File: config.mk
export PLATFORM = sky130hd
export DESIGN_NAME = dtci_ram
export DESIGN_NICKNAME = d
export VERILOG_FILES = /design/src/rtl/core/decision_tree_classify_importance_defines.svh /design/src/rtl/core/dtci_ram.sv
export SDC_FILE = /design/constraint.sdc
export NUM_CORES = 1
export LEC_CHECK = 0
export ABC_AREA = 1
export ABC_CLOCK_PERIOD_IN_PS = 2270
export BUFFER_PORTS_ARGS = -buffer_cell sky130_fd_sc_hd__buf_2
export CAP_MARGIN = 20
export CORE_ASPECT_RATIO = 1.2
export CORE_MARGIN = 2
export CORE_UTILIZATION = 40
export DETAILED_ROUTE_END_ITERATION = 7
export HOLD_SLACK_MARGIN = 0.03
export PLACE_DENSITY = 0.55
export SETUP_SLACK_MARGIN = 0.4
export SYNTH_ARGS = -nofsm -noshare
export SYNTH_HDL_FRONTEND = slang
export SYNTH_SLANG_ARGS = --single-unit
File: constraint.sdc
create_clock -name clk_i -period 2.27 [get_ports clk_i]
set_input_delay 0.5675 -clock clk_i [delete_from_list [all_inputs] [get_ports clk_i]]
set_output_delay 0.5675 -clock clk_i [all_outputs]
set_load 0.02 [all_outputs]
File: src/rtl/core/decision_tree_classify_importance_defines.svh
// assertion macros shared by the decision tree classifier rtl
`ifndef DECISION_TREE_CLASSIFY_IMPORTANCE_DEFINES_SVH
`define DECISION_TREE_CLASSIFY_IMPORTANCE_DEFINES_SVH

// plain check, sampled on clk_i, off while in reset
`define DTCI_ASSERT(lbl, prop, msg) \
  lbl: assert property (@(posedge clk_i) disable iff (!rst_ni) (prop)) else $error(msg);

// implication check, consequent sampled in the next cycle
`define DTCI_ASSERT_NEXT(lbl, ante, cons, msg) \
  lbl: assert property (@(posedge clk_i) disable iff (!rst_ni) (ante) |=> (cons)) \
    else $error(msg);

`endif

File: src/rtl/core/dtci_ram.sv
// generic single write port ram with registered read
module dtci_ram #(
  parameter int unsigned DataW = 8,
  parameter int unsigned Depth = 64,
  localparam int unsigned AddrW = $clog2(Depth)
) (
  input  logic             clk_i,
  input  logic             we_i,
  input  logic [AddrW-1:0] waddr_i,
  input  logic [DataW-1:0] wdata_i,
  input  logic             re_i,
  input  logic [AddrW-1:0] raddr_i,
  output logic [DataW-1:0] rdata_o
);

  logic [DataW-1:0] mem_q [Depth];
  logic [DataW-1:0] rdata_q;

  always_ff @(posedge clk_i) begin
    if (we_i) begin
      mem_q[waddr_i] <= wdata_i;
    end
    if (re_i) begin
      rdata_q <= mem_q[raddr_i];
    end
  end

  assign rdata_o = rdata_q;

endmodule

Word level (Yosys, flattened, before mapping)

Memories as Yosys holds them, arrays and structs flattened. A register that Yosys moved wholly into a read port is not among the register bits.
Index checks and enable logic that the tools add are counted.

Bits in registers: 0
RAM bits: 512
Output and inout bits: 8
Word-level logic and storage cells: 3
Memories: 1

Memory list:

| memory | depth | width | rd ports | clocked after Yosys merged registers in | wr ports | RTL line       | source |
|---|---|---|---|---|---|---|---|
| mem_q  | 64    | 8     | 1        | 1                                       | 1        | dtci_ram.sv:16 | `logic [DataW-1:0] mem_q [Depth];` |

Mux-type cells: 2

Operators with widths:

| kind              | number |
|---|---|
| 1-bit two-way mux | 2 |

Logic depth before layout (Yosys ltp)

Word-level depth: 2
Gate-level depth with buffers: 12

Least setup slack after synthesis

OpenSTA, ideal clock, no wires.

Kind: input port to flip-flop
From: input we_i
To: memory mem_q[48][0] (enable)
Library setup time: 0.395 ns
Data arrival time: 1.939 ns
Data required time: 1.875 ns
Path slack: -0.064 ns
Stages: 3
Path buffers: 1
Path through: clkbuf_1 nand4_1 nor4_1

Cells in the longest elaborated chain, start to end: 2

Ends and longest elaborated chain:

| what                                    | RTL line       | source |
|---|---|---|
| start: declaration                      | dtci_ram.sv:8  | `input logic we_i,` |
| 1-bit two-way mux                       | dtci_ram.sv:20 | `if (we_i) begin` |
| 1-bit two-way mux (implied by the code) | dtci_ram.sv:21 | `mem_q[waddr_i] <= wdata_i;` |
| end: declaration                        | dtci_ram.sv:16 |  |

Every way passes these cells.

Worst setup path after layout

From: register rdata_q[1] (netlist: rdata_o[1]), read port of mem_q
To: output rdata_o[1]

RTL lines:

| what               | RTL line       | source |
|---|---|---|
| start: declaration | dtci_ram.sv:17 | `logic [DataW-1:0] rdata_q;` |
| end: declaration   | dtci_ram.sv:13 | `output logic [DataW-1:0] rdata_o` |

No word-level cell between the ends.

==> results.py <==
metrics = {
    "synth": {
        "async_flop_share_pct": 0,
        "syn-cell-area_um2": 21400,
        "syn_inst": 1805,
        "synth_area_per_cell_um2": 11.9,
        "yosys_most_used_dff": "edfxtp_1",
        "yosysSeqAreaShare_pct": 72.9,
        "yosysTopAreaCell": "edfxtp_1",
        "ys_ff_latch": 520,
        "synth-edff-count": 520,
        "synth_fp_nets": 1828,
        "synth_most_common_cell": "nand2_1",
        "ys_top_cells_by_area": "edfxtp_1 73%, nand2_1 11%, nand3_1 10%",
        "ys_types": 15,
        "synth_top_area_share_pct": 72.9,
        "synth_common_cells": "648 x nand2_1, 520 x edfxtp_1, 439 x nand3_1",
        "ys_warn_count": 0,
    },
    "floorplanning": {
        "rows": 92,
        "fp.coreArea_um2": 52700,
        "die_area_um2": 55400,
        "ioPinCount": 31,
        "die_width_um": 215,
        "die_h_um": 257,
        "start_util_pct": 40.6,
    },
    "clocking": {
        "ctsHtreeMaxLevel": 2,
        "cts_buffer_depth": 3,
        "clk-insertion-delay-late_ns": 0.61,
        "cts_setup_buffers": 0,
        "cts_tree": "built",
        "clk_pin_slew_ns": 0.06,
        "cts_hold_buf": 0,
        "cts_root_buffer": "clkbuf_16",
        "numCtsBuffers": 52,
        "clock_sinks": 520,
    },
    "final_layout": {
        "fillers": 4789,
        "fin_area_um2": 24800,
        "syn2layout_area_growth_pct": 15.8,
        "n_antenna_cell": 0,
        "fin_util_pct": 47.0,
        "seqCellArea_um2": 15600,
        "drive_above_1_share_pct": 13.9,
        "nets": 1926,
        "multi_input_area_um2": 5110,
    },
    "drt": {
        "avgRoutedWirePerCell_um": 20.7,
        "via_per_inst": 5.19,
        "vias": 13700,
        "wirelength_um": 54700,
        "drc": 0,
        "drt_iter0_drc": 1293,
        "ant_nets": 0,
        "dr.pass1.iters": 8,
    },
    "critical_path": {
        "crit_buf_inv": 1,
        "critPathTopFamily": "flip-flops",
        "endpoint_kind": "output pin",
        "crit_required_ns": 1.70,
        "cp_slowest_cell": "edfxtp_1",
        "crit_chain": "buf_6",
        "startpoint_type": "flop",
        "crit_type": "flop to output pin",
        "max_stage_delay_ns": 0.48,
        "path_max_fanout": 1,
        "rrSetupSlack_ns": 0.74,
        "worstPathArrival_ns": 1.28,
    },
    "timing": {
        "drv_slew": 0,
        "slew_headroom_pct": 43.6,
        "grt_setup_unrepaired": "yes",
        "finalWorstSetupSlack_ns": 0.426,
        "max_clock_freq_mhz": 542,
        "worst_slew_pin_slew_ns": 0.844,
        "skew_ns": 0.0309,
        "finalHoldViolations": 0,
        "setup_viol": 0,
        "fin_crit_sh_pct": 81.2,
        "fin_crit_ns": 1.84,
    },
    "flow_run": {
        "drv_cap": 0,
    },
    "worst_hold_path": {
        "hp-class": "primary input to flop",
    },
    "power": {
        "power.density_nw_per_um2": 824,
        "power_uw": 20400,
        "cellLeakagePower_uw": 0.00895,
        "ir_drop_mv": 0.537,
    },
    "grt": {
        "grt_usage_pct": 19.8,
        "overflow": 0,
        "grt_pass1_wl_um": 82900,
        "grt_max_degree": 85,
        "grt_pass1_vias": 13500,
        "antenna_found_initial": 5,
    },
    "placement": {
        "place_ws_ns": -0.135,
        "place_hpwl_um": 33200,
        "dpl_cell_area_um2": 23100,
        "gp_congestion": 0.859,
        "io_buffers": 30,
    },
    "run_status": {
        "status": "finished clean",
    },
}
per-stage QoR:
stage               hold WS (ns)  TNS [ns]  std cells
finish                     0.353         0       2648
floorplan                  0.666         0       1805
CTS                        0.321         0       2648
global placement           0.947    -0.225       2554
detailed placement         0.940    -0.272       2554
global route               0.329         0       2648
sequential cells by signal, indices dropped and copies added (netlist names):
register / count
mem_q: 512
rdata_o: 8
final cells by class:
| class | instances | share of cell area, % |
|---|---|---|
| Tap cell | 705 | 3.56 |
| Multi-Input combinational cell | 1160 | 20.6 |
| Timing Repair Buffer | 157 | 5.93 |
| Clock inverter | 31 | 1.07 |
| Clock buffer | 63 | 5.59 |
| Sequential cell | 520 | 63.0 |
| Inverter | 12 | 0.267 |
cells in the final DEF, fill, tap and decap left out:
master | netlist | routed
nor4_2 | 0 | 6
nand4_1 | 9 | 9
nor2_2 | 0 | 15
inv_2 | 1 | 1
bufinv_16 | 0 | 4
nor2_4 | 0 | 8
inv_1 | 10 | 6
nand3_1 | 439 | 439
clkinv_8 | 0 | 1
clkinvlp_4 | 0 | 4
clkbuf_1 | 15 | 9
buf_2 | 37 | 27
clkbuf_16 | 0 | 54
edfxtp_1 | 520 | 520
nor2_1 | 56 | 33
inv_6 | 1 | 3
buf_6 | 35 | 1
nor4_4 | 0 | 2
buf_4 | 14 | 100
buf_12 | 0 | 28
nand2_1 | 648 | 648
inv_4 | 0 | 1
clkbuf_8 | 0 | 1
clkinv_2 | 0 | 13
clkinv_1 | 0 | 9
clkinv_4 | 0 | 1
where the power goes:
group | leakage, uW | switching, uW | total [uW] | internal (uW)
clock | 0.000809 | 3580 | 8370 | 4790
combinational | 0.00345 | 981 | 1390 | 411
sequential | 0.00469 | 25.4 | 10700 | 10600
total | 0.00895 | 4590 | 20400 | 15800
timing repair:
| item | in CTS | in global routing |
|---|---|---|
| resized for setup | 2 | 0 |
| hold endpoints to repair | 0 | 0 |
| endpoints found under the setup margin | 1 | 1 |
cell families (layout without fill, tap and decap cells):
logic type | after synthesis | in the layout | share of synthesized area [%]
simple gates | 1160 | 1160 | 23.1
flops | 520 | 520 | 72.9
buf+inv | 125 | 263 | 4.01
routing by layer:
metal	wire length, um	track usage, %	part of all wire [%]
met5	69	0	0.13
met4	1460	6.00	2.7
met3	2790	3.36	5.1
met2	26800	33.3	49
met1	23600	26.4	43
final timing paths:
check               start         end  cells past startpoint
max            rdata_o[1]  rdata_o[1]                      1
min reg2reg  mem_q[25][1]  rdata_o[1]                      8
min                  re_i  rdata_o[6]                      1
max reg2reg  mem_q[51][4]  rdata_o[4]                      8
Power figures use the tool's default switching activity.
